--- src/hdl/ccs_pkg.sv ---
// Shared constants and types for the cubic curve subdivider.
package ccs_pkg;

    localparam int FRAC_PER_LEVEL = 3;

    localparam logic [1:0] SEEN_NONE = 2'd0;
    localparam logic [1:0] SEEN_ONE  = 2'd1;
    localparam logic [1:0] SEEN_MORE = 2'd2;

    typedef struct packed {
        logic clear;
        logic bypass;
    } cfg_t;

    typedef struct packed {
        logic sm;
        logic mid;
        logic self_pt;
        logic self_last;
    } job_t;

endpackage

--- src/hdl/ccs_cell.sv ---
// One subdivision cell: keeps the last two points of a curve and emits up to three words per point.
module ccs_cell #(
    parameter int W = 25
) (
    input  logic                 clk,
    input  logic                 rst_n,
    input  ccs_pkg::cfg_t        cfg,
    input  logic                 in_valid,
    output logic                 in_ready,
    input  logic signed [W-1:0]  in_x,
    input  logic signed [W-1:0]  in_y,
    input  logic                 in_last,
    output logic                 out_valid,
    input  logic                 out_ready,
    output logic signed [W-1:0]  out_x,
    output logic signed [W-1:0]  out_y,
    output logic                 out_last
);

    logic signed [W-1:0] older_x_reg, older_y_reg, newer_x_reg, newer_y_reg;
    logic signed [W-1:0] older_x_next, older_y_next, newer_x_next, newer_y_next;
    logic [1:0]          seen_reg, seen_next;
    ccs_pkg::job_t       job_reg, job_next;

    logic signed [W-1:0] sm_x_reg, sm_y_reg, mid_x_reg, mid_y_reg, self_x_reg, self_y_reg;
    logic signed [W-1:0] sm_x, sm_y, mid_x, mid_y;

    logic                out_valid_reg, out_valid_next;
    logic signed [W-1:0] out_x_reg, out_y_reg, out_x_next, out_y_next;
    logic                out_last_reg, out_last_next;

    logic                acc, load_ok;

    logic signed [W+2:0] sum_x, sum_y;
    logic signed [W:0]   half_x, half_y;

    assign in_ready = (job_reg == '0);
    assign acc      = in_valid && in_ready;
    assign load_ok  = !out_valid_reg || out_ready;

    // smoothed vertex (o + 6n + p) / 8 and edge midpoint (n + p) / 2, exact
    assign sum_x = {{3{older_x_reg[W-1]}}, older_x_reg}
                 + {newer_x_reg[W-1], newer_x_reg, 2'b00}
                 + {{2{newer_x_reg[W-1]}}, newer_x_reg, 1'b0}
                 + {{3{in_x[W-1]}}, in_x};
    assign sum_y = {{3{older_y_reg[W-1]}}, older_y_reg}
                 + {newer_y_reg[W-1], newer_y_reg, 2'b00}
                 + {{2{newer_y_reg[W-1]}}, newer_y_reg, 1'b0}
                 + {{3{in_y[W-1]}}, in_y};
    assign half_x = {newer_x_reg[W-1], newer_x_reg} + {in_x[W-1], in_x};
    assign half_y = {newer_y_reg[W-1], newer_y_reg} + {in_y[W-1], in_y};
    assign sm_x  = sum_x[W+2:3];
    assign sm_y  = sum_y[W+2:3];
    assign mid_x = half_x[W:1];
    assign mid_y = half_y[W:1];

    always_comb
    begin
        older_x_next   = older_x_reg;
        older_y_next   = older_y_reg;
        newer_x_next   = newer_x_reg;
        newer_y_next   = newer_y_reg;
        seen_next      = seen_reg;
        job_next       = job_reg;
        out_valid_next = out_valid_reg;
        out_x_next     = out_x_reg;
        out_y_next     = out_y_reg;
        out_last_next  = out_last_reg;

        // advance the output word: smoothed vertex, then midpoint, then the point itself
        if (load_ok)
        begin
            priority if (job_reg.sm)
            begin
                out_valid_next = 1'b1;
                out_x_next     = sm_x_reg;
                out_y_next     = sm_y_reg;
                out_last_next  = 1'b0;
                job_next.sm    = 1'b0;
            end
            else if (job_reg.mid)
            begin
                out_valid_next = 1'b1;
                out_x_next     = mid_x_reg;
                out_y_next     = mid_y_reg;
                out_last_next  = 1'b0;
                job_next.mid   = 1'b0;
            end
            else if (job_reg.self_pt)
            begin
                out_valid_next     = 1'b1;
                out_x_next         = self_x_reg;
                out_y_next         = self_y_reg;
                out_last_next      = job_reg.self_last;
                job_next.self_pt   = 1'b0;
                job_next.self_last = 1'b0;
            end
            else
            begin
                out_valid_next = 1'b0;
            end
        end

        if (acc)
        begin
            job_next = '0;
            if (cfg.bypass)
            begin
                job_next.self_pt   = 1'b1;
                job_next.self_last = in_last;
            end
            else
            begin
                unique case (seen_reg)
                    ccs_pkg::SEEN_ONE:
                    begin
                        if (in_last)
                        begin
                            job_next.self_pt   = 1'b1;
                            job_next.self_last = 1'b1;
                            seen_next          = ccs_pkg::SEEN_NONE;
                        end
                        else
                        begin
                            job_next.mid = 1'b1;
                            older_x_next = newer_x_reg;
                            older_y_next = newer_y_reg;
                            newer_x_next = in_x;
                            newer_y_next = in_y;
                            seen_next    = ccs_pkg::SEEN_MORE;
                        end
                    end
                    ccs_pkg::SEEN_MORE:
                    begin
                        job_next.sm  = 1'b1;
                        job_next.mid = 1'b1;
                        older_x_next = newer_x_reg;
                        older_y_next = newer_y_reg;
                        newer_x_next = in_x;
                        newer_y_next = in_y;
                        if (in_last)
                        begin
                            job_next.self_pt   = 1'b1;
                            job_next.self_last = 1'b1;
                            seen_next          = ccs_pkg::SEEN_NONE;
                        end
                    end
                    default:
                    begin
                        job_next.self_pt   = 1'b1;
                        job_next.self_last = in_last;
                        if (in_last)
                        begin
                            seen_next = ccs_pkg::SEEN_NONE;
                        end
                        else
                        begin
                            newer_x_next = in_x;
                            newer_y_next = in_y;
                            seen_next    = ccs_pkg::SEEN_ONE;
                        end
                    end
                endcase
            end
        end

        if (cfg.clear)
        begin
            seen_next = ccs_pkg::SEEN_NONE;
        end
    end

    always_ff @(posedge clk or negedge rst_n)
    begin
        if (!rst_n)
        begin
            older_x_reg   <= '0;
            older_y_reg   <= '0;
            newer_x_reg   <= '0;
            newer_y_reg   <= '0;
            seen_reg      <= ccs_pkg::SEEN_NONE;
            job_reg       <= '0;
            out_valid_reg <= 1'b0;
        end
        else
        begin
            older_x_reg   <= older_x_next;
            older_y_reg   <= older_y_next;
            newer_x_reg   <= newer_x_next;
            newer_y_reg   <= newer_y_next;
            seen_reg      <= seen_next;
            job_reg       <= job_next;
            out_valid_reg <= out_valid_next;
        end
    end

    always_ff @(posedge clk)
    begin
        out_x_reg    <= out_x_next;
        out_y_reg    <= out_y_next;
        out_last_reg <= out_last_next;
        if (acc)
        begin
            sm_x_reg   <= sm_x;
            sm_y_reg   <= sm_y;
            mid_x_reg  <= mid_x;
            mid_y_reg  <= mid_y;
            self_x_reg <= in_x;
            self_y_reg <= in_y;
        end
    end

    assign out_valid = out_valid_reg;
    assign out_x     = out_x_reg;
    assign out_y     = out_y_reg;
    assign out_last  = out_last_reg;

`ifndef SYNTHESIS
    a_accept_makes_work: assert property (@(posedge clk) disable iff (!rst_n)
        acc |=> (job_reg != '0))
        else $error("accepted point left no pending word");

    a_last_is_final: assert property (@(posedge clk) disable iff (!rst_n)
        (out_valid_reg && out_last_reg) |-> (!job_reg.sm && !job_reg.mid))
        else $error("curve end emitted ahead of pending words");

    a_clear_restarts: assert property (@(posedge clk) disable iff (!rst_n)
        cfg.clear |=> (seen_reg == ccs_pkg::SEEN_NONE))
        else $error("mode write did not restart the curve");
`endif

endmodule

--- src/hdl/cubic_curve_subdivider.sv ---
// Top level: input scaling, mode register and the chain of subdivision cells.
// A cell takes a new point only once every word of its previous point has moved to its output register,
// and emits one word per cycle while the downstream side is ready; in cubic mode the last cell sets the pace,
// taking 2^(LEVELS-1) points and emitting 2^LEVELS words per input point, plus up to 2^LEVELS-1 extra
// words at a curve end. Reset (rst_n, async, active low): empties all cells, sets cubic mode.
module cubic_curve_subdivider #(
    parameter int LEVELS     = 3,
    parameter int COORD_BITS = 16
) (
    input  logic                clk,
    input  logic                rst_n,
    input  logic                cfg_we,
    input  logic                cfg_wdata,     // cubic_mode
    input  logic                s_axis_tvalid,
    output logic                s_axis_tready,
    input  logic [((2*COORD_BITS+7)/8)*8-1:0] s_axis_tdata,  // point_x, point_y
    input  logic                s_axis_tlast,  // point_last
    output logic                m_axis_tvalid,
    input  logic                m_axis_tready,
    output logic [((2*(COORD_BITS+ccs_pkg::FRAC_PER_LEVEL*LEVELS)+7)/8)*8-1:0]
                                m_axis_tdata,  // out_x, out_y
    output logic                m_axis_tlast   // out_last
);

    localparam int FRAC       = ccs_pkg::FRAC_PER_LEVEL * LEVELS;
    localparam int W          = COORD_BITS + FRAC;
    localparam int OUT_DATA_W = ((2*W+7)/8)*8;

    logic          mode_reg;
    ccs_pkg::cfg_t cfg;

    logic                valid_c [LEVELS+1];
    logic                ready_c [LEVELS+1];
    logic signed [W-1:0] x_c     [LEVELS+1];
    logic signed [W-1:0] y_c     [LEVELS+1];
    logic                last_c  [LEVELS+1];

    always_ff @(posedge clk or negedge rst_n)
    begin
        if (!rst_n)
        begin
            mode_reg <= 1'b1;
        end
        else if (cfg_we)
        begin
            mode_reg <= cfg_wdata;
        end
    end

    assign cfg.clear  = cfg_we;
    assign cfg.bypass = !mode_reg;

    assign valid_c[0]    = s_axis_tvalid;
    assign s_axis_tready = ready_c[0];
    assign x_c[0]        = {s_axis_tdata[COORD_BITS-1:0], {FRAC{1'b0}}};
    assign y_c[0]        = {s_axis_tdata[2*COORD_BITS-1:COORD_BITS], {FRAC{1'b0}}};
    assign last_c[0]     = s_axis_tlast;

    for (genvar i = 0; i < LEVELS; i++)
    begin : g_cell
        ccs_cell #(
            .W (W)
        ) u_cell (
            .clk       (clk),
            .rst_n     (rst_n),
            .cfg       (cfg),
            .in_valid  (valid_c[i]),
            .in_ready  (ready_c[i]),
            .in_x      (x_c[i]),
            .in_y      (y_c[i]),
            .in_last   (last_c[i]),
            .out_valid (valid_c[i+1]),
            .out_ready (ready_c[i+1]),
            .out_x     (x_c[i+1]),
            .out_y     (y_c[i+1]),
            .out_last  (last_c[i+1])
        );
    end

    assign m_axis_tvalid   = valid_c[LEVELS];
    assign ready_c[LEVELS] = m_axis_tready;
    assign m_axis_tdata    = OUT_DATA_W'({y_c[LEVELS], x_c[LEVELS]});
    assign m_axis_tlast    = last_c[LEVELS];

endmodule

--- config.mk ---
export PLATFORM = sky130hd
export DESIGN_NAME = cubic_curve_subdivider
export DESIGN_NICKNAME = d
export VERILOG_FILES = /design/src/hdl/ccs_pkg.sv /design/src/hdl/ccs_cell.sv /design/src/hdl/cubic_curve_subdivider.sv
export SDC_FILE = /design/constraint.sdc
export NUM_CORES = 2
export LEC_CHECK = 0
export ABC_AREA = 1
export BUFFER_PORTS_ARGS = -buffer_cell sky130_fd_sc_hd__buf_2
export CAP_MARGIN = 20
export CORE_ASPECT_RATIO = 0.7
export CORE_MARGIN = 3
export CORE_UTILIZATION = 60
export CTS_CLUSTER_SIZE = 30
export DETAILED_ROUTE_END_ITERATION = 10
export PLACE_DENSITY = 0.79
export SLEW_MARGIN = 20
export SYNTH_ARGS = -nofsm -noshare
export SYNTH_HDL_FRONTEND = slang
export SYNTH_SLANG_ARGS = --single-unit
--- constraint.sdc ---
create_clock -name clk -period 7.6 [get_ports clk]
set_input_delay 0.38 -clock clk [delete_from_list [all_inputs] [get_ports clk]]
set_output_delay 0.38 -clock clk [all_outputs]
set_load 0.05 [all_outputs]
Yosys cells after proc, flatten, opt, wreduce, memory -nomap -nowiden --
Cells that the tools add are included.
Storage, ports and cells: bits in registers 907, output and inout bits 59, logic and storage cells 269
Cells by class: add/sub/neg operators 24, equal/unequal tests 21, mux-type cells 111, reduce and logical (&&, ||, !) cells 55
Operators by type and width (count):
- 25-bit 2-to-1 mux | 36
- 28-bit adder | 12
- 25-bit case mux with 2 select lines | 6
- 25-bit by 27-bit adder with 28-bit output | 6
- 25-bit by 25-bit adder with 26-bit output | 6
- 2-bit 2-to-1 mux | 30
- 3-bit AND reduction | 9
- 2-bit nonzero test | 13
- 1-bit 2-to-1 mux | 24
- 4-bit 2-to-1 mux | 6
- 4-bit AND reduction | 6
- 2-bit != test, second input constant | 9
- 4-bit logical NOT | 3
- 2-bit case mux with 2 select lines | 3
- 2-bit AND reduction | 6
- 2-bit OR reduction | 6
- 3-bit 2-to-1 mux | 3
- 3-bit != test, second input constant | 3
- 3-bit nonzero test | 3
- 2-bit by 1-bit equality test with 1-bit output, second input constant | 3
- 2-bit equality test, second input constant | 3
- 2-bit by 1-bit != test with 1-bit output, second input constant | 3
- 1-bit case mux with 2 select lines | 3
- 1-bit logical AND | 3
- 2 further kinds | 6

Logic depth before layout (Yosys ltp) --
depth after elaboration 5, gate-level depth with buffers 16, mapped depth without buffers 16

Modules after synthesis --
Synthesis repeated with hierarchy kept, for this count alone.
Second synthesis, totals: cell total of the unflattened synthesis 7897, area total of the unflattened synthesis 63494.6 sq um
Modules (own cells, without submodules):
- ccs_cell at g_cell[0].u_cell | instances 1, cells each 2632, area each 21275.4 sq um
- ccs_cell at g_cell[1].u_cell | instances 1, cells each 2639, area each 21106.5 sq um
- ccs_cell at g_cell[2].u_cell | instances 1, cells each 2613, area each 21018.9 sq um
- cubic_curve_subdivider | instances 1, cells each 13, area each 93.8 sq um

Worst setup path before layout --
OpenSTA, ideal clock, no wires.
path kind flip-flop to flip-flop, start reg g_cell[2].u_cell.job_reg[3] in the netlist's numbering, end reg g_cell[2].u_cell.mid_x_reg[10], enable pin, library setup time 0.492 ns, arrival 3.475 ns, required time 7.108 ns, setup slack 3.633 ns, stages on the path, launching flop included 5, buffers on the path 1, clock period less this slack 3.967 ns, cells stage by stage dfrtp_1 -> buf_4 -> nor2_4 -> nand4_4 -> inv_1
Between the ends: longest elaborated chain between the ends 2
RTL lines:
- start, declared | RTL line ccs_cell.sv:23 | ccs_pkg::job_t job_reg, job_next;
- start signal, assigned | RTL line ccs_cell.sv:192 | job_reg <= job_next;
- 4-bit logical NOT | RTL line ccs_cell.sv:37 | assign in_ready = (job_reg == '0);
- 1-bit logical AND | RTL line ccs_cell.sv:38 | assign acc = in_valid && in_ready;
- net g_cell[2].u_cell.acc | RTL line ccs_cell.sv:32 | logic acc, load_ok;
- end signal, assigned | RTL line ccs_cell.sv:206 | mid_x_reg <= mid_x;
- end, declared | RTL line ccs_cell.sv:25 | logic signed [W-1:0] sm_x_reg, sm_y_reg, mid_x_reg, mid_y_reg, self_x_reg, self_y_reg;
The timed path passes the listed nets, and every way through them passes these cells. A chain may end at the register's enable or synchronous reset.

Final worst setup path --
start reg g_cell[0].u_cell.job_reg[2] in the netlist's numbering, end out s_axis_tready
Between the ends: longest elaborated chain between the ends 1
RTL lines:
- start, declared | RTL line ccs_cell.sv:23
- start signal, assigned | RTL line ccs_cell.sv:192
- 4-bit logical NOT | RTL line ccs_cell.sv:37
- end, declared | RTL line cubic_curve_subdivider.sv:15 | output logic s_axis_tready,
Every way passes these cells.

==> summary.md <==
| Metric | Value |
|---|---|
| Setup crit start kind | register |
| Chip Height | ~240 um |
| CTS sink cnt | 751 |
| Layout net count | 6386 |
| Unique cell type count in the Yosys netlist | 36 |
| Clock Tree Buf Depth | 3 |
| WHS Path Cells | 1 |
| Area fraction in compound gates after synthesis | around 5.3% |
| Final Hold Vio Count | 0 |
| Crit Path Max Fanout | 36 |
| Clock Tree Root | clkbuf_16 |
| Least-Margin Pin Slew | just over 1 ns |
| First-pass GRT wire length | between 150000 and 200000 um |
| Worst Hold Class | input pin to register |
| R2R Setup Slk | roughly 4.3 ns |
| # fillers | ~6500 |
| Finished Core Util | about two thirds |
| Post-synthesis simple-gate area fraction | approximately 22% |
| Post-Route WL | roughly 120000 um |
| Setup TNS | 0 ns |
| Seq cells post-synth | between 700 and 800 |
| Vias in the first global route | about 37000 |
| Pre-antenna DRT Iters | 6 |
| Cell taking the most area after synthesis | edfxtp_1 |
| Multiplexer area fraction after synthesis | 0% |
| WL/cell | between 15 and 20 um |
| Reg-to-Reg End | g_cell[0].u_cell.job_reg[1] |
| WL met2 | a little over 50000 um |
| GRT Total Usage | around 29% |
| Layout cells sized above 1 | about 4.7% |
| H-tree depth | 3 |
| Synth area leaders | edfxtp_1 (31%), nand2_1 (14%), dfrtp_1 (13%) |
| # Post-CTS Setup Buffers | 0 |
| Met3 WL | around 10000 um |
| RSZ-0062 raised after global routing | no |
| FF-to-FF path depth | 7 |
| Register area share after synthesis | between 40% and 50% |
| Gr ovfl total | 0 |
| Crit path time final | ~3.4 ns |
| Post-Route M1 WL | about 55000 um |
| Pins over their slew limit | 0 |
| Slew headroom | between 30% and 40% |
| DP HPWL | ~90000 um |
| Core area | 79400 um^2 |
| Worst hold endpoint | g_cell[0].u_cell.self_y_reg[19] |
| Min-delay src | s_axis_tdata[26] |
| Crit Path Category | register to output port |
| CP Capture Type | output port |
| Max Cap Violations | 0 |
| Syn Area/Cell | about 8.5 um^2 |
| Initial DRC count | 3161 |
| Largest net degree at the start of global routing | around 120 |
| Die area | 84400 um^2 |
| Via count | approximately 38000 |
| Synth Area in Adders | between 10% and 20% |
| Area grow syn2layout | 9.04% |
| Clock transition at the registers of the reported paths | ~0.06 ns |
| Status | finished clean |
| Final setup fails | 0 |
| Mapped Cells | between 5000 and 6000 |
| Highest Signal Layer | met4 |
| Worst skew pair latency | ~0.65 ns |
| Number of I/O port buffers | a little over 90 |
| R2R Path Start | g_cell[0].u_cell.job_reg[2] |
| Post-Syn Area | about 49000 um^2 |
| Initial antenna violation count | 1 |
| CP Data Required Time | about 7.2 ns |
| Routed vias/inst | approximately 5.4 |
| Top Ports | 98 |
| Final ANT Viol Nets | 0 |
| Worst Path Arrival | just under 3 ns |
| Final GP Congestion | between 0.9 and 1 |
| Tcrit/Tclk final | about 44% |
| Yosys warns | 0 |
| Residual DRC | 0 |
| FMAX | a little under 300 MHz |
| Effective utilization at floorplan | around three fifths |
| Top-area cell type share of the netlist area | around 31% |
| Max Clock Skew | roughly 0.031 ns |
| Die Width | 346 um |
| CTS Buf Count | 76 |
| TritonCTS clock tree | yes |
| Site row count | 86 |
| Largest family of logic cells by synthesized area | simple AND/OR/NAND/NOR gates |
| XOR/XNOR Fraction of Synth Area | ~2.2% |
-- Yosys cell counts --
| cell | number |
|---|---|
| dfstp_2 | 1 |
| clkinv_1 | 1 |
| nor2_4 | 4 |
| o21ai_2 | 10 |
| a21o_1 | 14 |
| o21bai_1 | 20 |
| dfrtp_1 | 249 |
| nand3b_1 | 14 |
| a31oi_1 | 1 |
| nand2_1 | 1755 |
| buf_4 | 9 |
| inv_1 | 1134 |
| buf_1 | 17 |
| buf_2 | 23 |
| a21oi_1 | 175 |
| nand4_4 | 3 |
| o21ai_0 | 107 |
| nand2b_1 | 3 |
| xnor2_1 | 29 |
| nor2_1 | 290 |
| ha_1 | 266 |
| nor3_1 | 24 |
| buf_6 | 10 |
| nor2_8 | 2 |
| o21ai_1 | 163 |
| nand4_1 | 25 |
| nand3_1 | 473 |
| edfxtp_1 | 501 |
| nand2_2 | 2 |
| fa_1 | 230 |
| conb_1 | 1 |
| or2_2 | 9 |
| xor2_1 | 95 |
| and2_1 | 23 |
| clkbuf_1 | 47 |
| o21ai_4 | 1 |
-- worst max-delay path, cell delays in order, from the launching register on --
cell and delay (ns):
dfrtp_1 0.37, buf_4 0.27, nor2_4 0.74, inv_1 0.13, nor3_1 0.47, buf_2 0.37
-- routing by layer --
| layer | GRT usage (%) | up-vias |
|---|---|---|
| li1 | - | 18269 |
| met3 | 4.58 | 176 |
| met2 | 44.0 | 1400 |
| met1 | 43.4 | 17673 |
| met5 | 0 | - |
| met4 | 6.81 | 0 |
-- cell type report --
cell class | count | area (um^2) | share of cell area, %
Inverter | 1135 | 4270 | 8.07
Timing Repair Buffer | 143 | 958 | 1.81
Antenna cell | 1 | 2.50 | 0.00473
Multi-Input combinational cell | 3744 | 22500 | 42.5
Tap cell | 1056 | 1320 | 2.50
Sequential cell | 751 | 21300 | 40.3
Clock buffer | 101 | 2120 | 4.01
Clock inverter | 41 | 434 | 0.821
-- placed cells by master, fill, tap and decap left out, types with 3 or more instances in the layout --
| master | n |
|---|---|
| o21ai_4 | 3 |
| inv_1 | 1131 |
| nand4_4 | 3 |
| bufinv_16 | 7 |
| dlygate4sd3_1 | 28 |
| xor2_1 | 95 |
| clkinv_1 | 6 |
| nand2_1 | 1754 |
| o21bai_1 | 20 |
| clkinvlp_4 | 11 |
| a21o_1 | 14 |
| o21ai_1 | 163 |
| or2_2 | 9 |
| buf_4 | 22 |
| clkbuf_1 | 16 |
| clkinv_2 | 10 |
| clkbuf_16 | 79 |
| edfxtp_1 | 501 |
| fa_1 | 230 |
| nand3b_1 | 14 |
| dfrtp_1 | 247 |
| a21oi_1 | 172 |
| conb_1 | 6 |
| a21oi_4 | 3 |
| o21ai_0 | 107 |
| nor2_1 | 290 |
| xnor2_1 | 29 |
| inv_6 | 6 |
| and2_1 | 23 |
| clkbuf_8 | 6 |
| nor3_1 | 24 |
| nand4_1 | 25 |
| nand2b_1 | 3 |
| nand3_1 | 473 |
| ha_1 | 266 |
| o21ai_2 | 8 |
| buf_2 | 90 |
| nor2_4 | 4 |
-- repair_timing --
item | in CTS | in global routing
hold buffers | 28 | 0
gates resized for setup | 0 | 0
endpoints found under the hold margin | 121 | 0
-- worst max-delay path by stage --
stage                                      from                             end  slack [ns]  cells after the start
CTS                 g_cell[0].u_cell.job_reg[2]     g_cell[0].u_cell.job_reg[1]        4.21                      7
finish              g_cell[0].u_cell.job_reg[2]                   s_axis_tready        4.24                      5
global route        g_cell[0].u_cell.job_reg[2]     g_cell[0].u_cell.job_reg[1]        4.00                      7
detailed placement  g_cell[0].u_cell.job_reg[2]     g_cell[0].u_cell.job_reg[1]        4.26                      7
floorplan           g_cell[2].u_cell.job_reg[3]  g_cell[2].u_cell.mid_x_reg[10]        3.63                      4
global placement    g_cell[0].u_cell.job_reg[2]  g_cell[0].u_cell.mid_y_reg[23]        4.29                      5
-- through the flow --
step	cells	hold WS [ns]	setup slack [ns]	area (um^2)
finish	6972	0.0321	4.24	52900
global route	6972	0.0107	4.00	52900
CTS	6971	0.00282	4.21	52900
detailed placement	6801	0.467	4.26	50100
global placement	6800	0.455	4.29	50000
floorplan	5736	0.0844	3.63	48500
-- cell families after synthesis --
logic type                 Yosys count
buffers and inverters             1241
xor gates and xnor gates           124
adders and majority gates          496
AOI/OAI and AO/OA                  491
DFF                                751
and+or+nand+nor                   2627
other                                1
Power is not shown: default switching activity piles up to over one toggle a cycle in this logic, so the estimate is an artifact.
